### src/hdl/ssfd_pkg.sv
// Types, constants and codes shared by the status-synced frame deframer.
package ssfd_pkg;

	localparam int CHANNELS_PER_SIDE = 8;
	localparam int NUM_SAMPLES = 2 * CHANNELS_PER_SIDE;
	localparam int IDX_W = (NUM_SAMPLES > 1) ? $clog2(NUM_SAMPLES) : 1;
	localparam int WIF_W = $clog2(2 * CHANNELS_PER_SIDE + 2);

	localparam int WORD_W = 24;
	localparam int CFG_IDX_W = 2;

	localparam logic [CFG_IDX_W-1:0] REG_LEFT_STATUS = CFG_IDX_W'(0);
	localparam logic [CFG_IDX_W-1:0] REG_RIGHT_STATUS = CFG_IDX_W'(1);

	localparam logic [WORD_W-1:0] LEFT_STATUS_RESET = 24'hC00000;
	localparam logic [WORD_W-1:0] RIGHT_STATUS_RESET = 24'hC0000F;

	typedef enum logic [1:0] {
		KIND_SAMPLE = 2'd0,
		KIND_MISMATCH = 2'd1,
		KIND_READFAIL = 2'd2
	} kind_t;

	typedef enum logic [1:0] {
		ACC_HOLD,
		ACC_CLEAR,
		ACC_LOAD,
		ACC_SHIFT
	} acc_op_t;

	typedef enum logic [1:0] {
		ST_HUNT,
		ST_FRAME,
		ST_EMIT
	} state_t;

	typedef struct packed {
		logic [7:0] rx_byte;
		logic read_failed;
	} in_beat_t;

	typedef struct packed {
		kind_t kind;
		logic [3:0] channel;
		logic signed [WORD_W-1:0] sample;
		logic [WORD_W-1:0] bad_word;
		logic last;
	} out_beat_t;

	typedef struct packed {
		acc_op_t acc_op;
		logic buf_we;
		logic [IDX_W-1:0] buf_addr;
		logic out_load;
		kind_t out_kind;
		logic out_last;
	} cmd_t;

	typedef struct packed {
		logic out_free;
		logic top_byte_hit;
		logic left_hit;
		logic right_hit;
	} status_t;

endpackage

### src/hdl/ssfd_ctrl.sv
// Controller: hunt, frame tracking and sample burst sequencing.
module ssfd_ctrl (
	input logic clk,
	input logic arst_n,
	input logic in_valid,
	output logic in_ready,
	input logic read_failed,
	input ssfd_pkg::status_t sts,
	output ssfd_pkg::cmd_t cmd
);
	import ssfd_pkg::*;

	localparam logic [WIF_W-1:0] WIF_RIGHT = WIF_W'(CHANNELS_PER_SIDE);
	localparam logic [WIF_W-1:0] WIF_LAST_CH = WIF_W'(2 * CHANNELS_PER_SIDE);
	localparam logic [IDX_W-1:0] IDX_LAST = IDX_W'(NUM_SAMPLES - 1);

	state_t state_q, state_d;
	logic [1:0] sync_cnt_q, sync_cnt_d;
	logic [1:0] byte_cnt_q, byte_cnt_d;
	logic [WIF_W-1:0] wif_q, wif_d;
	logic [IDX_W-1:0] emit_idx_q, emit_idx_d;
	logic accept;

	always_ff @(posedge clk or negedge arst_n) begin
		if (!arst_n) begin
			state_q <= ST_HUNT;
			sync_cnt_q <= '0;
			byte_cnt_q <= '0;
			wif_q <= '0;
			emit_idx_q <= '0;
		end else begin
			state_q <= state_d;
			sync_cnt_q <= sync_cnt_d;
			byte_cnt_q <= byte_cnt_d;
			wif_q <= wif_d;
			emit_idx_q <= emit_idx_d;
		end
	end

	assign in_ready = (state_q != ST_EMIT) && sts.out_free;
	assign accept = in_valid && in_ready;

	always_comb begin
		state_d = state_q;
		sync_cnt_d = sync_cnt_q;
		byte_cnt_d = byte_cnt_q;
		wif_d = wif_q;
		emit_idx_d = emit_idx_q;
		cmd = '{acc_op: ACC_HOLD, buf_we: 1'b0, buf_addr: '0, out_load: 1'b0,
			out_kind: KIND_SAMPLE, out_last: 1'b0};

		case (state_q)
			ST_HUNT: begin
				if (accept && read_failed) begin
					sync_cnt_d = '0;
					cmd.acc_op = ACC_CLEAR;
					cmd.out_load = 1'b1;
					cmd.out_kind = KIND_READFAIL;
					cmd.out_last = 1'b1;
				end else if (accept) begin
					case (sync_cnt_q)
						2'd0: begin
							if (sts.top_byte_hit) begin
								cmd.acc_op = ACC_LOAD;
								sync_cnt_d = 2'd1;
							end
						end
						2'd1: begin
							cmd.acc_op = ACC_SHIFT;
							sync_cnt_d = 2'd2;
						end
						default: begin
							cmd.acc_op = ACC_CLEAR;
							sync_cnt_d = '0;
							if (sts.left_hit) begin
								state_d = ST_FRAME;
								byte_cnt_d = '0;
								wif_d = '0;
							end
						end
					endcase
				end
			end
			ST_FRAME: begin
				if (accept && read_failed) begin
					state_d = ST_HUNT;
					sync_cnt_d = '0;
					byte_cnt_d = '0;
					wif_d = '0;
					cmd.acc_op = ACC_CLEAR;
					cmd.out_load = 1'b1;
					cmd.out_kind = KIND_READFAIL;
					cmd.out_last = 1'b1;
				end else if (accept && byte_cnt_q != 2'd2) begin
					cmd.acc_op = ACC_SHIFT;
					byte_cnt_d = byte_cnt_q + 2'd1;
				end else if (accept) begin
					// The third byte completes a word.
					cmd.acc_op = ACC_CLEAR;
					byte_cnt_d = '0;
					if (wif_q < WIF_RIGHT) begin
						cmd.buf_we = 1'b1;
						cmd.buf_addr = IDX_W'(wif_q);
						wif_d = wif_q + WIF_W'(1);
					end else if (wif_q == WIF_RIGHT) begin
						if (sts.right_hit) begin
							wif_d = wif_q + WIF_W'(1);
						end else begin
							state_d = ST_HUNT;
							wif_d = '0;
							cmd.out_load = 1'b1;
							cmd.out_kind = KIND_MISMATCH;
							cmd.out_last = 1'b1;
						end
					end else if (wif_q <= WIF_LAST_CH) begin
						cmd.buf_we = 1'b1;
						cmd.buf_addr = IDX_W'(wif_q - WIF_W'(1));
						wif_d = wif_q + WIF_W'(1);
					end else begin
						wif_d = '0;
						if (sts.left_hit) begin
							state_d = ST_EMIT;
							emit_idx_d = '0;
						end else begin
							state_d = ST_HUNT;
							cmd.out_load = 1'b1;
							cmd.out_kind = KIND_MISMATCH;
							cmd.out_last = 1'b1;
						end
					end
				end
			end
			ST_EMIT: begin
				cmd.buf_addr = emit_idx_q;
				if (sts.out_free) begin
					cmd.out_load = 1'b1;
					cmd.out_kind = KIND_SAMPLE;
					cmd.out_last = (emit_idx_q == IDX_LAST);
					emit_idx_d = emit_idx_q + IDX_W'(1);
					if (emit_idx_q == IDX_LAST) begin
						state_d = ST_FRAME;
						emit_idx_d = '0;
					end
				end
			end
			default: begin
				state_d = ST_HUNT;
			end
		endcase
	end

endmodule

### src/hdl/ssfd_dp.sv
// Datapath: status registers, word packer, sample buffer and output register.
module ssfd_dp (
	input logic clk,
	input logic arst_n,
	input logic cfg_we,
	input logic [ssfd_pkg::CFG_IDX_W-1:0] cfg_index,
	input logic [ssfd_pkg::WORD_W-1:0] cfg_data,
	input logic [7:0] rx_byte,
	input logic out_ready,
	input ssfd_pkg::cmd_t cmd,
	output ssfd_pkg::status_t sts,
	output logic out_valid,
	output ssfd_pkg::out_beat_t out_data
);
	import ssfd_pkg::*;

	logic [WORD_W-1:0] left_q, right_q, acc_q;
	logic [WORD_W-1:0] word_next;
	logic [WORD_W-1:0] buf_q [NUM_SAMPLES];
	logic out_valid_q;
	out_beat_t out_q;

	always_ff @(posedge clk or negedge arst_n) begin
		if (!arst_n) begin
			left_q <= LEFT_STATUS_RESET;
			right_q <= RIGHT_STATUS_RESET;
		end else if (cfg_we) begin
			if (cfg_index == REG_LEFT_STATUS) begin
				left_q <= cfg_data;
			end else if (cfg_index == REG_RIGHT_STATUS) begin
				right_q <= cfg_data;
			end
		end
	end

	assign word_next = {acc_q[WORD_W-9:0], rx_byte};

	always_ff @(posedge clk or negedge arst_n) begin
		if (!arst_n) begin
			acc_q <= '0;
		end else begin
			case (cmd.acc_op)
				ACC_CLEAR: acc_q <= '0;
				ACC_LOAD: acc_q <= WORD_W'(rx_byte);
				ACC_SHIFT: acc_q <= word_next;
				default: acc_q <= acc_q;
			endcase
		end
	end

	always_ff @(posedge clk) begin
		if (cmd.buf_we) begin
			buf_q[cmd.buf_addr] <= word_next;
		end
	end

	assign sts.out_free = !out_valid_q || out_ready;
	assign sts.top_byte_hit = (rx_byte == left_q[WORD_W-1:WORD_W-8]);
	assign sts.left_hit = (word_next == left_q);
	assign sts.right_hit = (word_next == right_q);

	always_ff @(posedge clk or negedge arst_n) begin
		if (!arst_n) begin
			out_valid_q <= 1'b0;
		end else if (cmd.out_load) begin
			out_valid_q <= 1'b1;
		end else if (out_ready) begin
			out_valid_q <= 1'b0;
		end
	end

	always_ff @(posedge clk) begin
		if (cmd.out_load) begin
			out_q.kind <= cmd.out_kind;
			out_q.last <= cmd.out_last;
			case (cmd.out_kind)
				KIND_SAMPLE: begin
					out_q.channel <= 4'(cmd.buf_addr);
					out_q.sample <= $signed(buf_q[cmd.buf_addr]);
					out_q.bad_word <= '0;
				end
				KIND_MISMATCH: begin
					out_q.channel <= '0;
					out_q.sample <= '0;
					out_q.bad_word <= word_next;
				end
				default: begin
					out_q.channel <= '0;
					out_q.sample <= '0;
					out_q.bad_word <= '0;
				end
			endcase
		end
	end

	assign out_valid = out_valid_q;
	assign out_data = out_q;

endmodule

### src/hdl/status_synced_adc_frame_deframer_top.sv
// Top level of the status-word synchronized converter frame deframer.
//
//   Channel   Direction  Handshake           Beat contents
//   in        in         in_valid/in_ready   rx_byte, read_failed
//   out       out        out_valid/out_ready kind, channel, sample, bad_word, last
//   cfg       in         cfg_we              cfg_index, cfg_data (status words)
//
// One byte beat is taken per cycle while hunting and framing; the controller steps
// through hunt, word packing and frame position once per byte.
// A matching closing status word starts a burst of 2 * CHANNELS_PER_SIDE sample beats,
// one per cycle from the sample buffer while the output register is free, and no byte is taken during the burst.
// A byte is taken only when the output register is empty or drains that cycle.
// Reset clears the parse state and loads the default status words, not the buffer.
module status_synced_adc_frame_deframer_top (
	input logic clk,
	input logic arst_n,
	input logic in_valid,
	output logic in_ready,
	input ssfd_pkg::in_beat_t in_data,
	output logic out_valid,
	input logic out_ready,
	output ssfd_pkg::out_beat_t out_data,
	input logic cfg_we,
	input logic [ssfd_pkg::CFG_IDX_W-1:0] cfg_index,
	input logic [ssfd_pkg::WORD_W-1:0] cfg_data
);
	import ssfd_pkg::*;

	// Commands from the controller and status back from the datapath.
	cmd_t cmd;
	status_t sts;

	ssfd_ctrl u_ctrl (
		.clk(clk),
		.arst_n(arst_n),
		.in_valid(in_valid),
		.in_ready(in_ready),
		.read_failed(in_data.read_failed),
		.sts(sts),
		.cmd(cmd)
	);

	// The datapath compares the word formed with the current byte, so status
	// words are checked in the same cycle their last byte arrives.
	ssfd_dp u_dp (
		.clk(clk),
		.arst_n(arst_n),
		.cfg_we(cfg_we),
		.cfg_index(cfg_index),
		.cfg_data(cfg_data),
		.rx_byte(in_data.rx_byte),
		.out_ready(out_ready),
		.cmd(cmd),
		.sts(sts),
		.out_valid(out_valid),
		.out_data(out_data)
	);

endmodule

### config.mk
export PLATFORM = sky130hd
export DESIGN_NAME = status_synced_adc_frame_deframer_top
export DESIGN_NICKNAME = d
export VERILOG_FILES = /design/src/hdl/ssfd_pkg.sv /design/src/hdl/ssfd_ctrl.sv /design/src/hdl/ssfd_dp.sv /design/src/hdl/status_synced_adc_frame_deframer_top.sv
export SDC_FILE = /design/constraint.sdc
export NUM_CORES = 1
export LEC_CHECK = 0
export BUFFER_PORTS_ARGS = -buffer_cell sky130_fd_sc_hd__buf_2
export CORE_MARGIN = 2
export CORE_UTILIZATION = 49
export DETAILED_ROUTE_END_ITERATION = 10
export GPL_TIMING_DRIVEN = 0
export MAX_ROUTING_LAYER = met4
export PLACE_DENSITY = 0.66
export SYNTH_ARGS = -nofsm -noshare
export SYNTH_HDL_FRONTEND = slang
export SYNTH_HIERARCHICAL = 1
export SYNTH_SLANG_ARGS = --single-unit
### constraint.sdc
create_clock -name clk -period 5.7 [get_ports clk]
set_input_delay 1.14 -clock clk [delete_from_list [all_inputs] [get_ports clk]]
set_output_delay 1.14 -clock clk [all_outputs]
set_load 0.02 [all_outputs]
[Word level (Yosys, flattened, before mapping)]
Memory sizes are Yosys's and may differ from the RTL's.
Index checks and enable logic that the tools add are counted.
Word-level totals
  flip-flop bits (word level): 135
  RAM bits: 384
  input bits: 40
  logic and storage cells: 162
  memories kept: 1
Cells by class
  add/subtract/negate cells: 4
  order comparisons: 2
  eq/ne operators: 37
  muxes and demuxes: 81
  bitwise operators: 1
  reductions and logical operators: 22
Memory list
  u_dp.buf_q: words 16, width 24, rd ports 1, clocked after Yosys merged registers in 0, wr ports 1, RTL line ssfd_dp.sv:19  | logic [WORD_W-1:0] buf_q [NUM_SAMPLES];
Operators with widths (number)
  $pmux 52 s2: 1
  $mux 5: 15
  $mux 4: 17
  $mux 2: 30
  $eq 24x24->1: 2
  $pmux 16 s3: 1
  $ne 2x2->1 const B: 11
  $pmux 2 s2: 5
  $pmux 4 s2: 2
  $pmux 4 s3: 1
  $reduce_and 11->1: 1
  $eq 2x1->1 const B: 5
  $mux 10: 1
  $ne 2x1->1 const B: 5
  $pmux 5 s2: 1
  $mux 9: 1
  $reduce_and 9->1: 1
  $eq 8x8->1: 1
  $logic_not 2->1: 4
  $ne 4x3->1 const B: 2
  $reduce_and 7->1: 1
  $eq 2x2->1 const B: 3
  $ne 3x1->1 const B: 2
  $ne 3x2->1 const B: 2
  23 further kinds: 32

[Depth between registers and ports, before layout]
  depth in word-level cells: 11
  gate-level depth with buffers: 15

[Cells and area by module]
The synthesis kept the hierarchy.
Modules (own cells, without submodules)
  ssfd_dp: instances 1, cells an instance 1096, area an instance 19807.7 um^2, seq. area each 14819.2 um^2
  ssfd_ctrl: instances 1, cells an instance 158, area an instance 1312.5 um^2, seq. area each 375.4 um^2

[Least setup slack after synthesis]
Ideal clock, no wire load.
  kind: in2reg
  start: in in_data[3] (netlist name)
  end: reg u_dp.out_q, in the netlist u_dp/out_data[0] (enable)
  arrival: 4.967 ns
  path slack: 0.246 ns
  stages on the path: 8
  buffers on the path: 0
  cells stage by stage: xor2_1 -> nor4_1 -> nand4_1 -> nor3_1 -> o31a_1 -> or3_1 -> a22o_1 -> a21oi_1
RTL lines
  from (decl): RTL line status_synced_adc_frame_deframer_top.sv:19  | input ssfd_pkg::in_beat_t in_data,
  to (decl): RTL line ssfd_dp.sv:21  | out_beat_t out_q;

==> insert_results.sql <==
INSERT INTO impl_metrics (metric_group, metric, value, unit) VALUES
('synthesis', 'synthesis.yosys.warnings', '6', ''),
('finish', 'nFillCells', '3362', ''),
('worst_setup_path', 'critPathCapture', 'u_dp/out_data[29]', ''),
('timing', 'hold_viol_final', '0', ''),
('worst_setup_path', 'worst-path-buf-inv', '2', ''),
('detailed_routing', 'route.detailed.wl_per_inst', '23.35', 'um'),
('worst_setup_path', 'worst_r2r_endpoint', 'u_dp/out_data[29]', ''),
('placed_design', 'dp_worst_setup_slack', '0.4748', 'ns'),
('worst_setup_path', 'timing.critical_path.to_type', 'flip-flop', ''),
('finish', 'design.final.nets', '1465', ''),
('synthesis', 'netlist_area', '0.02112', 'mm^2'),
('worst_setup_path', 'startpoint_type', 'flip-flop', ''),
('clocking', 'cts_num_sinks', '519', ''),
('worst_setup_path', 'critical-path-max-stage-delay', '0.96', 'ns'),
('worst_setup_path', 'regToRegSetupSlack', '0.88', 'ns'),
('timing', 'rsz_0062_raised_after_global_routing', 'no', ''),
('placed_design', 'port_buffers', '96', ''),
('finish', 'fraction_of_the_core_area_covered_by_cells_at_the_end_of_the_flow', '56.85', '%'),
('clocking', 'number_of_buffers_between_clock_root_and_the_deepest_sink', '3', ''),
('die', 'die-area', '0.04478', 'mm^2'),
('worst_setup_path', 'worst_ep_required_time', '6.11', 'ns'),
('timing', 'fin_worst_skew', '0.02456', 'ns'),
('detailed_routing', 'totalWireLength', '46.84', 'mm'),
('die', 'rows', '76', ''),
('pwr', 'p_leak', '8.238', 'nW'),
('timing', 'slew_headroom', '32.15', '%'),
('detailed_routing', 'detailedRoute.firstIterationViolations', '794', ''),
('timing', 'final.min_clock_period', '4.819', 'ns'),
('worst_setup_path', 'reg2regPathDepth', '14', ''),
('placed_design', 'place_area', '0.02261', 'mm^2'),
('clocking', 'clock_insertion_delay_worst_skew', '0.57', 'ns'),
('synthesis', 'postSynthNetCount', '1303', ''),
('clocking', 'cts-resized-gates', '0', ''),
('finish', 'post_layout_instance_area', '0.02433', 'mm^2'),
('timing', 'report.final.setup_viol', '0', ''),
('synthesis', 'synthFlopType', 'sky130_fd_sc_hd__edfxtp_1', ''),
('worst_setup_path', 'critical_path_arrival', '5.22', 'ns'),
('timing', 'worst_hold_slack', '0.4020', 'ns'),
('clocking', 'total_clock_buffers_created_by_cts', '50', ''),
('worst_setup_path', 'critPathLaunch', 'u_dp/acc_q[10]', ''),
('die', 'initial_utilization', '49.36', '%'),
('pwr', 'power.ir.vdd_worst', '0.2507', 'mV'),
('timing', 'worst_slack', '0.8813', 'ns'),
('global_route', 'antenna_found_initial', '2', ''),
('die', 'ios', '97', ''),
('global_route', 'via_count_of_the_first_global_routing_pass', '11630', ''),
('global_route', 'globalRouteOverflowTotal', '0', ''),
('finish', 'flow.area_growth_from_synthesis', '15.18', '%'),
('clocking', 'cts_setup_buffers', '0', ''),
('die', 'core-area', '0.04279', 'mm^2'),
('synthesis', 'synth_enable_flop_cells', '439', ''),
('placed_design', 'post_dp_hpwl', '30.57', 'mm'),
('finish', 'top_library_cells_by_usage_in_the_layout_fill_and_taps_aside', 'sky130_fd_sc_hd__edfxtp_1, sky130_fd_sc_hd__mux2i_1, sky130_fd_sc_hd__buf_2', ''),
('worst_setup_path', 'cp_max_fo', '20', ''),
('global_route', 'grt_max_degree', '71', ''),
('detailed_routing', 'vias', '11500', ''),
('outcome', 'status', 'completed', ''),
('pwr', 'power_per_cell_area', '364.5', 'mW/mm^2'),
('synthesis', 'synth.yosys.seq_area_share', '71.94', '%'),
('clocking', 'clk_root_buffer_cell', 'sky130_fd_sc_hd__clkbuf_16', ''),
('die', 'dieHeight', '211.6', 'um'),
('worst_setup_path', 'timing.critical_path.max_delay_family', 'simple AND/OR/NAND/NOR gates', ''),
('synthesis', 'ys_seq_elements', '519', ''),
('timing', 'max_clock_freq', '207.5', 'MHz'),
('timing', 'finalMaxSlewViolations', '0', ''),
('worst_setup_path', 'slowest_stage', 'sky130_fd_sc_hd__dfrtp_1', ''),
('global_route', 'grt_first_pass_wirelength', '69.95', 'mm'),
('synthesis', 'syn_avg_cell_area', '16.84', 'um^2'),
('worst_setup_path', 'path_cells', 'xor2_1 > nor4_1 > nand4_1 > nor3_1 > nand2b_1 > o31a_1 > or3_1 > nor3_1 > nor2_1 > and2_1 > clkbuf_1 > clkbuf_1 > nand3_1 > nand2_1', ''),
('clocking', 'htree_num_levels', '2', ''),
('detailed_routing', 'drt-vias-per-instance', '5.730', '');
## how the worst min path moves through the flow
stage	start	end	slack, ns	cells after the start
floorplan	u_ctrl/emit_idx_q[3]	u_ctrl/emit_idx_q[3]	0.46	1
global placement	u_ctrl/emit_idx_q[3]	u_ctrl/emit_idx_q[3]	0.49	1
detailed placement	u_ctrl/emit_idx_q[3]	u_ctrl/emit_idx_q[3]	0.49	1
CTS	arst_n	u_dp/left_q[5]	0.38	1
global route	arst_n	u_dp/left_q[5]	0.40	1
finish	arst_n	u_dp/left_q[5]	0.40	1
## kinds of logic after synthesis
group | Yosys count | synth area share, %
compound gates | 162 | 5.326
xor+xnor | 57 | 2.364
fa+ha+maj | 9 | 0.5332
flops | 519 | 71.94
simple gates | 213 | 5.486
buf+inv | 74 | 2.062
mux | 220 | 12.29
## power breakdown
group | switching (mW) | total (mW) | internal, mW
sequential | 0.257 | 4.64 | 4.39
combinational | 0.483 | 0.826 | 0.344
clock | 1.36 | 3.40 | 2.03
total | 2.10 | 8.87 | 6.76
## final cells by class
| cell class | count | area [um^2] | area share (%) |
|---|---|---|---|
| Buffer | 66 | 405.4 | 1.666 |
| Clock buffer | 69 | 1438 | 5.910 |
| Timing Repair Buffer | 110 | 701.9 | 2.885 |
| Tap cell | 546 | 683.2 | 2.808 |
| Multi-Input combinational cell | 661 | 5597 | 23.01 |
| Antenna cell | 3 | 7.507 | 0.03086 |
| Clock inverter | 24 | 270.3 | 1.111 |
| Sequential cell | 519 | 15190 | 62.46 |
| Inverter | 8 | 30.03 | 0.1234 |
## worst register-to-register path, stage by stage (launching register included)
cell and delay [ns]:
sky130_fd_sc_hd__dfrtp_1 0.96, sky130_fd_sc_hd__xor2_1 0.31, sky130_fd_sc_hd__nor4_1 0.39, sky130_fd_sc_hd__nand4_1 0.15, sky130_fd_sc_hd__nor3_1 0.56, sky130_fd_sc_hd__nand2b_1 0.19
sky130_fd_sc_hd__o31a_1 0.13, sky130_fd_sc_hd__or3_1 0.13, sky130_fd_sc_hd__nor3_1 0.15, sky130_fd_sc_hd__nor2_1 0.19, sky130_fd_sc_hd__and2_1 0.18, sky130_fd_sc_hd__clkbuf_1 0.40
sky130_fd_sc_hd__clkbuf_1 0.55, sky130_fd_sc_hd__nand3_1 0.23, sky130_fd_sc_hd__nand2_1 0.16
## flip-flops by register name, summed over array words and instances (netlist names), 4 cells and up
signal	flops
u_dp/buf_q	384
u_dp/out_data	55
u_dp/left_q	24
u_dp/right_q	24
u_dp/acc_q	16
u_ctrl/wif_q	5
u_ctrl/emit_idx_q	4
## cells in the mapped netlist (10+ instances only)
| library cell | n | area, um^2 |
|---|---|---|
| sky130_fd_sc_hd__buf_6 | 12 | 135.1 |
| sky130_fd_sc_hd__buf_4 | 10 | 75.07 |
| sky130_fd_sc_hd__xnor2_1 | 25 | 219.0 |
| sky130_fd_sc_hd__edfxtp_1 | 439 | 13180 |
| sky130_fd_sc_hd__xor2_1 | 32 | 280.3 |
| sky130_fd_sc_hd__o221ai_1 | 24 | 210.2 |
| sky130_fd_sc_hd__clkbuf_1 | 20 | 75.07 |
| sky130_fd_sc_hd__nand2_1 | 51 | 191.4 |
| sky130_fd_sc_hd__mux2i_1 | 122 | 1221 |
| sky130_fd_sc_hd__and2_1 | 29 | 181.4 |
| sky130_fd_sc_hd__nand3_1 | 29 | 145.1 |
| sky130_fd_sc_hd__o21ai_0 | 23 | 115.1 |
| sky130_fd_sc_hd__mux4_2 | 24 | 540.5 |
| sky130_fd_sc_hd__nor3_1 | 13 | 65.06 |
| sky130_fd_sc_hd__mux2_2 | 73 | 822.0 |
| sky130_fd_sc_hd__a21oi_1 | 34 | 170.2 |
| sky130_fd_sc_hd__dfrtp_1 | 72 | 1802 |
| sky130_fd_sc_hd__a22oi_1 | 51 | 382.9 |
| sky130_fd_sc_hd__buf_2 | 24 | 120.1 |
| sky130_fd_sc_hd__nor2_1 | 21 | 78.83 |
| sky130_fd_sc_hd__nand2b_1 | 19 | 118.9 |
## per-layer routing
metal,global-route usage [%],up-vias,wire [um],part of all wire [%]
met5,-,-,0,0
met4,5.707,0,998,2.1
met3,2.952,69,2076,4.4
met2,36.37,277,23770,51
met1,28.04,5940,20000,43
li1,-,5209,-,-
## through the flow
stage	std cells	power, mW
after detailed placement	1910	5.556
after global routing	2005	9.178
after CTS	2003	8.940
final	2006	8.868
after floorplan	1254	5.188
after global placement	1896	5.520
(Power assumes the default switching activity.)
